File: src/cst_pkg.sv
// Shared types, codes and character classes for the C source tokenizer.
`default_nettype none

package cst_pkg;

    typedef enum logic [3:0] {
        MODE_IDLE,
        MODE_IDENT,
        MODE_HASH,
        MODE_OPS,
        MODE_STR,
        MODE_STR_ESC,
        MODE_STR_DONE,
        MODE_DONE,
        MODE_SLASH,
        MODE_COMMENT,
        MODE_COMMENT_STAR
    } mode_t;

    typedef enum logic [2:0] {
        CTL_RUN,
        CTL_LABEL,
        CTL_EMIT,
        CTL_ERROR,
        CTL_HALT
    } ctl_t;

    typedef logic [1:0] err_t;

    localparam err_t ERR_NONE     = 2'd0;
    localparam err_t ERR_TOO_LONG = 2'd1;
    localparam err_t ERR_OPEN_STR = 2'd2;
    localparam err_t ERR_OPEN_CMT = 2'd3;

    localparam int LINE_W = 24;
    localparam logic [LINE_W-1:0] LINE_MAX = 24'hFFFFFF;

    localparam logic [7:0] CH_TAB     = 8'd9;
    localparam logic [7:0] CH_NL      = 8'd10;
    localparam logic [7:0] CH_SPACE   = 8'd32;
    localparam logic [7:0] CH_DQUOTE  = 8'h22;
    localparam logic [7:0] CH_HASH    = 8'h23;
    localparam logic [7:0] CH_SQUOTE  = 8'h27;
    localparam logic [7:0] CH_STAR    = 8'h2A;
    localparam logic [7:0] CH_SLASH   = 8'h2F;
    localparam logic [7:0] CH_COLON   = 8'h3A;
    localparam logic [7:0] CH_BSLASH  = 8'h5C;

    function automatic logic is_ident(input logic [7:0] b);
        return (b >= 8'h61 && b <= 8'h7A) || (b >= 8'h41 && b <= 8'h5A) ||
               (b >= 8'h30 && b <= 8'h39) || (b == 8'h5F);
    endfunction

    function automatic logic is_op(input logic [7:0] b);
        return (b == 8'h3C) || (b == 8'h3D) || (b == 8'h3E) || (b == 8'h7C) ||
               (b == 8'h26) || (b == 8'h21) || (b == 8'h2D);
    endfunction

    function automatic logic is_blank(input logic [7:0] b);
        return (b == CH_SPACE) || (b == CH_TAB);
    endfunction

    function automatic mode_t start_mode(input logic [7:0] b);
        mode_t m;
        if (b == CH_HASH)
            m = MODE_HASH;
        else if (is_ident(b))
            m = MODE_IDENT;
        else if (is_op(b))
            m = MODE_OPS;
        else if (b == CH_SQUOTE || b == CH_DQUOTE)
            m = MODE_STR;
        else if (b == CH_SLASH)
            m = MODE_SLASH;
        else
            m = MODE_DONE;
        return m;
    endfunction

endpackage

`default_nettype wire

File: src/c_source_tokenizer.sv
// Top level of the C source tokenizer: lexer control, token memory and result register.
//
// Source bytes enter on the s_ channel, one request per byte; s_tlast marks end of source
// and its byte is ignored. Tokens leave on the m_ channel one character per request,
// m_tlast on the final character, with the line count and an error code.
// A byte that only extends a token is written to the token memory. A byte that closes a
// token starts a registered readout of the token memory at one character per cycle while
// the receiver does not stall; a label first sends its ':'.
// The token memory has one write and one read port; the first character of the next
// token is written while character zero of the old one is read.
// An over-long token, an open string or an open comment at end of source gives a single
// result with a nonzero error code; the block then takes and drops every byte until reset.
// Reset clears the lexer to idle with the line count at one; memory contents are not
// cleared and need no clearing pass. When the receiver stalls, the result register holds
// and the readout pauses; bytes are taken only when the read register is empty.
`default_nettype none

module c_source_tokenizer #(
    parameter int MAX_TOKEN_LEN = 32
) (
    input  wire logic        clk,
    input  wire logic        rst_n,
    input  wire logic        s_tvalid,
    output logic             s_tready,
    input  wire logic [7:0]  s_tdata,   // [7:0] byte_in
    input  wire logic        s_tlast,   // end_of_input
    output logic             m_tvalid,
    input  wire logic        m_tready,
    output logic [31:0]      m_tdata,   // [7:0] token_char, [31:8] line_number
    output logic             m_tlast,   // token_last
    output cst_pkg::err_t    m_tuser    // [1:0] error_code
);
    import cst_pkg::*;

    localparam int AW = (MAX_TOKEN_LEN > 1) ? $clog2(MAX_TOKEN_LEN) : 1;
    localparam int LW = $clog2(MAX_TOKEN_LEN + 1);
    localparam logic [LW-1:0] MAX_LEN = LW'(MAX_TOKEN_LEN);

    logic [7:0] tok_mem [MAX_TOKEN_LEN];

    ctl_t             ctl_reg, ctl_next;
    mode_t            mode_reg, mode_next;
    logic [LW-1:0]    len_reg, len_next;
    logic [7:0]       quote_reg, quote_next;
    logic [LINE_W-1:0] line_reg, line_next, line_out_next;
    logic [LINE_W-1:0] line_out_reg;
    logic [LW-1:0]    emit_len_reg;
    logic [LW-1:0]    idx_reg;
    logic             pend_reg, pend_next;
    logic [7:0]       pend_char_reg;
    err_t             err_reg, err_next;

    logic             rd_vld_reg;
    logic             rd_last_reg;
    logic [7:0]       rdata_reg;

    logic             out_valid_reg;
    logic [7:0]       out_char_reg;
    logic             out_last_reg;
    logic [LINE_W-1:0] out_line_reg;
    err_t             out_err_reg;

    logic             accept;
    logic             take_emit, take_label, take_wr;
    logic [AW-1:0]    wr_addr;
    logic             do_append, do_start;
    logic [LW-1:0]    app_len;
    logic             eoi;
    logic [7:0]       b;

    logic             out_free;
    logic             rd_en;
    logic             rd_last;
    logic             load_label, load_err, load_rd;
    logic             mem_we;
    logic [AW-1:0]    mem_waddr;
    logic [7:0]       mem_wdata;

    assign b        = s_tdata;
    assign eoi      = s_tlast;
    assign accept   = s_tvalid && s_tready;
    assign out_free = !out_valid_reg || m_tready;
    assign app_len  = len_reg + LW'(1);
    assign rd_last  = (idx_reg + LW'(1)) == emit_len_reg;

    // Byte decode
    always_comb
    begin
        mode_next     = mode_reg;
        len_next      = len_reg;
        quote_next    = quote_reg;
        take_emit     = 1'b0;
        take_label    = 1'b0;
        take_wr       = 1'b0;
        wr_addr       = len_reg[AW-1:0];
        pend_next     = 1'b0;
        err_next      = ERR_NONE;
        do_append     = 1'b0;
        do_start      = 1'b0;
        line_next     = line_reg;
        line_out_next = line_reg;
        if (eoi)
        begin
            line_next = LINE_W'(1);
            mode_next = MODE_IDLE;
            len_next  = '0;
            case (mode_reg)
                MODE_IDLE: ;
                MODE_STR, MODE_STR_ESC: err_next = ERR_OPEN_STR;
                MODE_COMMENT, MODE_COMMENT_STAR: err_next = ERR_OPEN_CMT;
                default: take_emit = 1'b1;
            endcase
        end
        else
        begin
            if (b == CH_NL && line_reg < LINE_MAX)
                line_next = line_reg + LINE_W'(1);
            line_out_next = line_next;
            unique case (mode_reg)
                MODE_IDENT:
                begin
                    if (is_ident(b))
                        do_append = 1'b1;
                    else if (b == CH_COLON)
                    begin
                        take_emit  = 1'b1;
                        take_label = 1'b1;
                    end
                    else
                    begin
                        take_emit = 1'b1;
                        do_start  = 1'b1;
                    end
                end
                MODE_HASH:
                begin
                    if (is_ident(b))
                        do_append = 1'b1;
                    else
                    begin
                        take_emit = 1'b1;
                        do_start  = 1'b1;
                    end
                end
                MODE_OPS:
                begin
                    if (is_op(b))
                        do_append = 1'b1;
                    else
                    begin
                        take_emit = 1'b1;
                        do_start  = 1'b1;
                    end
                end
                MODE_STR:
                begin
                    if (b == quote_reg)
                        mode_next = MODE_STR_DONE;
                    else
                    begin
                        do_append = 1'b1;
                        if (b == CH_BSLASH)
                            mode_next = MODE_STR_ESC;
                    end
                end
                MODE_STR_ESC:
                begin
                    do_append = 1'b1;
                    mode_next = MODE_STR;
                end
                MODE_SLASH:
                begin
                    if (b == CH_STAR)
                    begin
                        len_next  = '0;
                        mode_next = MODE_COMMENT;
                    end
                    else if (b == CH_SLASH)
                    begin
                        do_append = 1'b1;
                        mode_next = MODE_DONE;
                    end
                    else
                    begin
                        take_emit = 1'b1;
                        do_start  = 1'b1;
                    end
                end
                MODE_COMMENT:
                begin
                    if (b == CH_STAR)
                        mode_next = MODE_COMMENT_STAR;
                end
                MODE_COMMENT_STAR:
                begin
                    if (b == CH_SLASH)
                        mode_next = MODE_IDLE;
                    else if (b != CH_STAR)
                        mode_next = MODE_COMMENT;
                end
                MODE_STR_DONE, MODE_DONE:
                begin
                    take_emit = 1'b1;
                    do_start  = 1'b1;
                end
                default: do_start = 1'b1;
            endcase
            if (take_emit)
            begin
                mode_next = MODE_IDLE;
                len_next  = '0;
            end
            if (do_append)
            begin
                take_wr  = 1'b1;
                len_next = app_len;
                if (app_len == MAX_LEN)
                    err_next = ERR_TOO_LONG;
            end
            if (do_start && !is_blank(b))
            begin
                mode_next = start_mode(b);
                len_next  = LW'(1);
                if (b == CH_SQUOTE || b == CH_DQUOTE)
                    quote_next = b;
                if (take_emit)
                    pend_next = 1'b1;
                else
                begin
                    take_wr = 1'b1;
                    wr_addr = '0;
                end
            end
        end
    end

    // Next control state
    always_comb
    begin
        ctl_next = ctl_reg;
        unique case (ctl_reg)
            CTL_RUN:
            begin
                if (accept)
                begin
                    if (err_next != ERR_NONE)
                        ctl_next = CTL_ERROR;
                    else if (take_label)
                        ctl_next = CTL_LABEL;
                    else if (take_emit)
                        ctl_next = CTL_EMIT;
                end
            end
            CTL_LABEL:
            begin
                if (out_free)
                    ctl_next = CTL_EMIT;
            end
            CTL_EMIT:
            begin
                if (rd_en && rd_last)
                    ctl_next = CTL_RUN;
            end
            CTL_ERROR:
            begin
                if (out_free && !rd_vld_reg)
                    ctl_next = CTL_HALT;
            end
            CTL_HALT: ;
            default: ctl_next = CTL_RUN;
        endcase
    end

    // Control outputs
    always_comb
    begin
        s_tready   = 1'b0;
        rd_en      = 1'b0;
        load_label = 1'b0;
        load_err   = 1'b0;
        unique case (ctl_reg)
            CTL_RUN:   s_tready = !rd_vld_reg;
            CTL_LABEL: load_label = out_free;
            CTL_EMIT:  rd_en = !rd_vld_reg || out_free;
            CTL_ERROR: load_err = out_free && !rd_vld_reg;
            CTL_HALT:  s_tready = 1'b1;
            default: ;
        endcase
    end

    assign load_rd = rd_vld_reg && out_free;

    always_comb
    begin
        mem_we    = 1'b0;
        mem_waddr = wr_addr;
        mem_wdata = b;
        if (ctl_reg == CTL_RUN && accept && take_wr)
            mem_we = 1'b1;
        else if (rd_en && idx_reg == '0 && pend_reg)
        begin
            mem_we    = 1'b1;
            mem_waddr = '0;
            mem_wdata = pend_char_reg;
        end
    end

    always_ff @(posedge clk)
    begin
        if (mem_we)
            tok_mem[mem_waddr] <= mem_wdata;
        if (rd_en)
        begin
            rdata_reg   <= tok_mem[idx_reg[AW-1:0]];
            rd_last_reg <= rd_last;
        end
    end

    always_ff @(posedge clk or negedge rst_n)
    begin
        if (!rst_n)
        begin
            ctl_reg       <= CTL_RUN;
            mode_reg      <= MODE_IDLE;
            len_reg       <= '0;
            quote_reg     <= '0;
            line_reg      <= LINE_W'(1);
            pend_reg      <= 1'b0;
            rd_vld_reg    <= 1'b0;
            out_valid_reg <= 1'b0;
            idx_reg       <= '0;
        end
        else
        begin
            ctl_reg <= ctl_next;
            if (ctl_reg == CTL_RUN && accept)
            begin
                mode_reg  <= mode_next;
                len_reg   <= len_next;
                quote_reg <= quote_next;
                line_reg  <= line_next;
                pend_reg  <= pend_next;
                idx_reg   <= '0;
            end
            else if (rd_en)
            begin
                idx_reg <= idx_reg + LW'(1);
                if (idx_reg == '0)
                    pend_reg <= 1'b0;
            end
            if (rd_en)
                rd_vld_reg <= 1'b1;
            else if (load_rd)
                rd_vld_reg <= 1'b0;
            if (load_rd || load_label || load_err)
                out_valid_reg <= 1'b1;
            else if (m_tready)
                out_valid_reg <= 1'b0;
        end
    end

    always_ff @(posedge clk)
    begin
        if (ctl_reg == CTL_RUN && accept)
        begin
            line_out_reg  <= line_out_next;
            emit_len_reg  <= len_reg;
            pend_char_reg <= b;
            err_reg       <= err_next;
        end
        if (load_rd)
        begin
            out_char_reg <= rdata_reg;
            out_last_reg <= rd_last_reg;
            out_line_reg <= line_out_reg;
            out_err_reg  <= ERR_NONE;
        end
        else if (load_label)
        begin
            out_char_reg <= CH_COLON;
            out_last_reg <= (emit_len_reg == '0);
            out_line_reg <= line_out_reg;
            out_err_reg  <= ERR_NONE;
        end
        else if (load_err)
        begin
            out_char_reg <= '0;
            out_last_reg <= 1'b1;
            out_line_reg <= line_out_reg;
            out_err_reg  <= err_reg;
        end
    end

    assign m_tvalid = out_valid_reg;
    assign m_tdata  = {out_line_reg, out_char_reg};
    assign m_tlast  = out_last_reg;
    assign m_tuser  = out_err_reg;

endmodule

`default_nettype wire

File: config.mk
export PLATFORM = sky130hd
export DESIGN_NAME = c_source_tokenizer
export DESIGN_NICKNAME = d
export VERILOG_FILES = /design/src/cst_pkg.sv /design/src/c_source_tokenizer.sv
export SDC_FILE = /design/constraint.sdc
export NUM_CORES = 1
export LEC_CHECK = 0
export BUFFER_PORTS_ARGS = -buffer_cell sky130_fd_sc_hd__buf_2
export CORE_AREA = 4 4 175 177
export CTS_CLUSTER_SIZE = 8
export DETAILED_ROUTE_END_ITERATION = 7
export DIE_AREA = 0 0 179 181
export PLACE_DENSITY = 0.82
export SLEW_MARGIN = 20
export SYNTH_ARGS = -nofsm -noshare
export SYNTH_HDL_FRONTEND = slang
export SYNTH_SLANG_ARGS = --single-unit
File: constraint.sdc
create_clock -name clk -period 5 [get_ports clk]
set_input_delay 0.5 -clock clk [delete_from_list [all_inputs] [get_ports clk]]
set_output_delay 0.5 -clock clk [all_outputs]
set_load 0.03 [all_outputs]
==> run metrics, run 1 <==
register share of total power about 41%; number of standard-cell rows in the floorplan 63; netlist area before placement 17,300 um^2; count of state elements after synthesis roughly 390; number of stages on the worst setup path 7; final weighted congestion of routability-driven global placement about 0.89; number of cell instances on the worst register-to-register path 7; post-synthesis share of cell area spent on xor and xnor gates approximately 2.2%; share of synthesized area occupied by flip-flops and latches 66.9%; number of warning messages in the yosys log 0; width of the die between 150 and 200 um; upper clock frequency limit between 200 and 250 MHz; number of diodes added for antenna fixing 0; post-placement cell count about 1,600; worst-skew pair later-pin latency 0.56 ns; proportion of register bits with asynchronous set or reset after synthesis between 10% and 20%; largest delay contributor family on the critical path simple AND/OR/NAND/NOR gates; Largest stage delay, worst path 1.04 ns; Final Skew approximately 0.018 ns; status complete, no violations; top register by number of flip-flops tok_mem; die height ~180 um; crit share post-route 85.2%; leftover overflow at the end of global routing 0; remaining antenna violation count after routing 0; average wire per standard cell between 20 and 25 um; relative slew slack 27.4%; nature of the critical path startpoint flip-flop; dpl ws approximately 0.8 ns; sequential standard cell area between 10,000 and 15,000 um^2; total power consumption of the routed design 0.0102 W; classification of the worst setup path reg -> reg; DRC 0; initial core utilization 59.0%; Cell Chain, Critical Path nor2b_1 -> a31oi_1 -> and3_1 -> o32a_1 -> a21oi_1 -> nand3b_1 -> nor3_1; global-route wire length before repair 59.8 mm; number of antenna violations at the first check in global routing 1; Total Die Area 32,400 um^2; mux share of post-synthesis cell area between 10% and 20%; fraction of power spent switching nets roughly a third; RSZ-0062 raised after global routing false; total cell area at the placement stage about 18,000 um^2; R2R Path Start mode_reg[3]; total number of clock tree sinks 394; CTS H-tree depth 2; final setup TNS 0 ns; final worst setup slack about 0.74 ns; CP Max Fanout 12; Critical R2R Capture tok_mem[25][5]; CTS buffer count 55; internal portion of total power about 0.007 W; vias after detailed routing 10,700; Min-Delay Path Class in -> async; Crit-path slowest cell nor3_1; proportion of layout cells with a drive suffix above 1 17.5%; number of primary I/O pins 50; number of buffers inserted by port buffering 49; maximum root-to-sink buffer count 3; post-route non-filler standard cell count around 1,700; initial DRC count approximately 1,200; critical path buffer and inverter count 0; Final Max Tran Viols 0; average cell area after synthesis ~14 um^2; max-cap viol count 0; dominant combinational cell family by area after synthesis multiplexers; net total in the final layout about 1,300; number of buffers inserted by hold repair at cts 0; static leakage power 6.95 nW; minimum setup slack among reg-to-reg paths around 0.74 ns; Post-CTS Setup Bufs 0; vias per inst around 6.5; maximum number of pins on one net before global-route repair 64; count of filler cells inserted in the layout 1,882; Net Count, Synth 1,217; final period demand of the worst path around 4.3 ns; part of the power in combinational logic about 27%; required time of the critical path between 5 and 6 ns; Final setup viols 0; number of flops mapped to enable cells by yosys 338; Post-Layout Inst Area 19,400 um^2; Core Box Area between 20,000 and 30,000 um^2; Pre-antenna DRT Iters 8; Compound-Gate Fraction of Synth Area 8.39%; ratio of total power to cell area between 500 and 600 nW/um^2; number of flip-flops in the largest register 256; leading register cell type out of synthesis edfxtp_1; portion of total power attributed to the clock network between 30% and 40%; transition time at the pin with the least slew margin roughly 1.1 ns; Post-Synth Adder-Cell Area less than 1%; post-detailed-placement half-perimeter wirelength about 23 mm; clock edge transition at the registers on the reported setup and hold paths around 0.050 ns; data arrival time of the critical path 4.44 ns; Tot GR Track Use between 20% and 30%; gate count of the mapped netlist between 1,000 and 1,500; CP endpoint kind flip-flop; Layout area overhead 12.5%; final wirelength between 30 and 40 mm; Simple-Gate Fraction of Synth Area 9.77%; post-cts resize count 0; clock root buffer master clkbuf_16; CTS tree done; Fin. Hold Viols 0; Switch Pwr between 0.003 and 0.004 W; worst IR drop on VDD 0.000320 V; Netlist cell types 89; vias in the first global route just over 10,000; area occupied by multi-input gates 5350 um^2
==> Yosys cell counts (all sizes together), types with 4 or more instances <==
master	number	share of area, %
a21o	22	0.96
nand3	18	0.52
o22ai	16	0.58
edfxtp	338	59
nor3	39	1.1
nand2b	11	0.44
ha	5	0.36
mux2i	70	4.1
a22o	7	0.36
o221ai	16	0.81
or4	12	0.54
and2	8	0.29
xor2	31	1.6
mux4	38	5.0
nor2b	5	0.18
buf	30	0.92
nor4b	4	0.24
mux2	15	0.98
nor4	18	0.73
xnor2	12	0.61
a21oi	41	1.2
a211oi	10	0.46
nor2	95	2.1
and3	13	0.47
inv	15	0.33
a211o	4	0.20
o31ai	7	0.38
or2	8	0.29
nand2	72	1.6
dfrtp	53	7.7
nand4	12	0.44
o21ai	44	1.3
or3	6	0.28
clkbuf	49	1.1
==> cell families after synthesis <==
logic type | Yosys count
buffers and inverters | 95
AOI/OAI and AO/OA | 207
and+or+nand+nor | 331
muxes | 123
adders and majority gates | 6
xor gates and xnor gates | 43
DFF | 394
==> per-layer routing <==
layer | GRT usage, % | vias to the layer above | wire [um]
li1 | - | 4744 | -
met1 | 34.8 | 5287 | 15500
met2 | 36.8 | 603 | 18300
met3 | 3.83 | 84 | 3410
met4 | 7.43 | 2 | 1010
met5 | 0 | - | 13
==> layout by cell type, fill, tap and decap left out, types with 18 or more instances in the layout <==
cell type and n:
xor2_1 31, nand3_1 18, edfxtp_1 338, buf_4 26, mux4_2 38, a21o_1 22, dfrtp_1 52, clkbuf_16 57
mux2i_1 70, clkbuf_1 18, nand2_1 72, a21oi_1 41, nor3_1 30, o21ai_0 42, buf_2 49, nor2_1 94
==> final cells by class <==
| type | count | area share [%] |
|---|---|---|
| Multi-Input combinational cell | 710 | 27.6 |
| Sequential cell | 394 | 59.5 |
| Inverter | 16 | 0.309 |
| Clock buffer | 75 | 7.70 |
| Clock inverter | 2 | 0.148 |
| Timing Repair Buffer | 75 | 2.27 |
| Tap cell | 390 | 2.51 |
==> metrics by stage <==
step	hold WS, ns	util (%)
finish	0.0806	66.4
global route	0.144	66.4
CTS	0.115	66.2
detailed placement	0.406	61.0
global placement	0.400	61.0
floorplan	0.204	-
==> worst max path at each step <==
stage | start | end | slack, ns
2_1_floorplan | ctl_reg[1] | tok_mem[12][0] | 1.46
3_3_place_gp | s_tdata[0] | tok_mem[26][2] | 0.89
3_5_place_dp | s_tdata[0] | tok_mem[26][0] | 0.80
4_1_cts | mode_reg[3] | tok_mem[25][4] | 0.88
5_1_grt | mode_reg[3] | tok_mem[25][6] | 0.59
6_report | mode_reg[3] | tok_mem[25][5] | 0.74
==> power by group through the flow <==
| stage | Combinational [W] | Sequential [W] | Clock, W |
|---|---|---|---|
| floorplan | 0.00182 | 0.00433 | 0 |
| global placement | 0.00259 | 0.00421 | 0 |
| detailed placement | 0.00265 | 0.00422 | 0 |
| CTS | 0.00270 | 0.00417 | 0.00334 |
| global route | 0.00292 | 0.00420 | 0.00350 |
| finish | 0.00273 | 0.00417 | 0.00331 |
Power figures use the tool's default switching activity.
==> run 2: changes to the inputs <==
==> constraint.sdc (replaced) <==
create_clock -name clk -period 5.5 [get_ports clk]
set_input_delay 0.55 -clock clk [delete_from_list [all_inputs] [get_ports clk]]
set_output_delay 0.55 -clock clk [all_outputs]
set_load 0.03 [all_outputs]
==> run 2 against run 1 <==
Hold slack improved by 0.057 ns. Critical endpoint is now tok_mem[26][6]. Utilization decreased by 0.22 points. Final area decreased by 0.33%. Total power decreased by 9.2%. Flip-flop and latch count unchanged. Clock power decreased by 8.8%. Die area unchanged. Final cell count decreased by 0.54%. Routed wire length increased by 1.6%. Register-to-register slack improved by 0.53 ns.
==> run metrics, run 2 (same netlist as run 1, synthesis figures left out) <==
number of flip-flops in the largest register about 260; vias in the first global route between 10,000 and 15,000; commonest cells after routing, fill and taps aside edfxtp_1 (338), nor2_1 (94), nand2_1 (71); RSZ-0062 raised after global routing false; portion of total power attributed to the clock network between 30% and 40%; ratio of total power to cell area ~480 nW/um^2; post-route non-filler standard cell count around 1,700; crit share post-route 76.8%; leftover overflow at the end of global routing 0; proportion of layout cells with a drive suffix above 1 approximately 17%; remaining antenna violation count after routing 0; Total Die Area between 30,000 and 40,000 um^2; required time of the critical path 5.67 ns; final worst setup slack ~1.3 ns; CP endpoint kind flip-flop; width of the die about 180 um; critical path buffer and inverter count 0; Tot GR Track Use a little under a quarter; Cell Chain, Critical Path nor2b_1 -> a31oi_1 -> and3_1 -> o32a_1 -> a21oi_1 -> nand3b_1 -> nor3_1; Fin. Hold Viols 0; status complete, no violations; maximum root-to-sink buffer count 3; maximum number of pins on one net before global-route repair 56; Largest stage delay, worst path 1.00 ns; final weighted congestion of routability-driven global placement roughly 0.9; Min-Delay Path Class in -> async; post-cts resize count 0; post-detailed-placement half-perimeter wirelength approximately 23 mm; classification of the worst setup path reg -> reg; Crit-path slowest cell nor3_1; Switch Pwr between 0.002 and 0.003 W; dpl ws roughly 1.3 ns; average wire per standard cell approximately 24 um; vias after detailed routing ~11,000; worst-skew pair later-pin latency ~0.57 ns; vias per inst 6.53; register share of total power 41.8%; CTS tree done; data arrival time of the critical path around 4.4 ns; CP Max Fanout 12; static leakage power 6.90 nW; Final Max Tran Viols 0; Core Box Area slightly below 30,000 um^2; relative slew slack 22.3%; number of stages on the worst setup path 7; count of filler cells inserted in the layout between 1,500 and 2,000; initial core utilization between 50% and 60%; CTS H-tree depth 2; internal portion of total power 0.00634 W; Pre-antenna DRT Iters 5; final setup TNS 0 ns; upper clock frequency limit between 200 and 250 MHz; top register by number of flip-flops tok_mem; Final Skew 0.0217 ns; max-cap viol count 0; largest delay contributor family on the critical path simple AND/OR/NAND/NOR gates; net total in the final layout approximately 1,300; final period demand of the worst path 4.22 ns; total number of clock tree sinks 394; clock root buffer master clkbuf_16; CTS buffer count 55; nature of the critical path startpoint flip-flop; initial DRC count about 1,400; DRC 0; number of cell instances on the worst register-to-register path 7; post-placement cell count roughly 1,600; transition time at the pin with the least slew margin about 1.2 ns; worst IR drop on VDD 0.000249 V; global-route wire length before repair 60.2 mm; number of standard-cell rows in the floorplan 63; number of buffers inserted by hold repair at cts 0; Final setup viols 0; Post-CTS Setup Bufs 0; fraction of power spent switching nets between 30% and 40%; most common cell after layout, fill and taps aside edfxtp_1; number of antenna violations at the first check in global routing 0; die height 181 um; number of primary I/O pins 50; part of the power in combinational logic approximately a quarter; number of buffers inserted by port buffering a little under 50; clock edge transition at the registers on the reported setup and hold paths approximately 0.050 ns; final wirelength 38.9 mm; Layout area overhead 12.1%; number of diodes added for antenna fixing 0
==> run 2: power by group through the flow <==
stage          registers, W  clock network [W]  logic, W
2_1_floorplan       0.00394                  0   0.00166
3_3_place_gp        0.00391                  0   0.00227
3_5_place_dp        0.00392                  0   0.00231
4_1_cts             0.00387            0.00305   0.00234
5_1_grt             0.00391            0.00321   0.00253
6_report            0.00388            0.00302   0.00237
==> run 2: stage by stage <==
stage | utilization (%) | hold WS, ns | power [W] | area [um^2]
after floorplan | - | 0.254 | 0.00559 | 17300
after global placement | 60.7 | 0.401 | 0.00618 | 17800
after detailed placement | 60.7 | 0.405 | 0.00623 | 17800
after CTS | 66.0 | 0.150 | 0.00927 | 19300
after global routing | 66.2 | 0.185 | 0.00965 | 19300
final | 66.2 | 0.138 | 0.00927 | 19300
==> run 2: path summary, 6_finish.rpt <==
check / from / endpoint / slack, ns
max reg2reg: mode_reg[3] / tok_mem[26][6] / 1.28
min: rst_n / quote_reg[2] / 0.14
max: mode_reg[3] / tok_mem[26][6] / 1.28
min reg2reg: line_out_reg[10] / out_line_reg[10] / 0.42
min in group clk: s_tdata[5] / pend_char_reg[5] / 0.34
max in group asynchronous: rst_n / idx_reg[0] / 4.80
==> run 2: layout make-up <==
type                       count  area (um^2)  area share, %
timing repair buffer          63          350           1.81
clock inverter                 2         28.8          0.149
sequential                   394        11500           59.7
clock buffer                  78         1510           7.78
multi-input combinational    710         5370           27.7
inverter                      16         60.1          0.310
tap                          390          488           2.52
==> run 2: metal layers <==
| metal | vias to the layer above | GRT usage (%) | wire [um] |
|---|---|---|---|
| met5 | - | 0 | 0 |
| met4 | 0 | 8.72 | 1180 |
| met3 | 101 | 4.67 | 3680 |
| met2 | 641 | 37.5 | 18600 |
| met1 | 5329 | 33.6 | 15400 |
| li1 | 4725 | - | - |
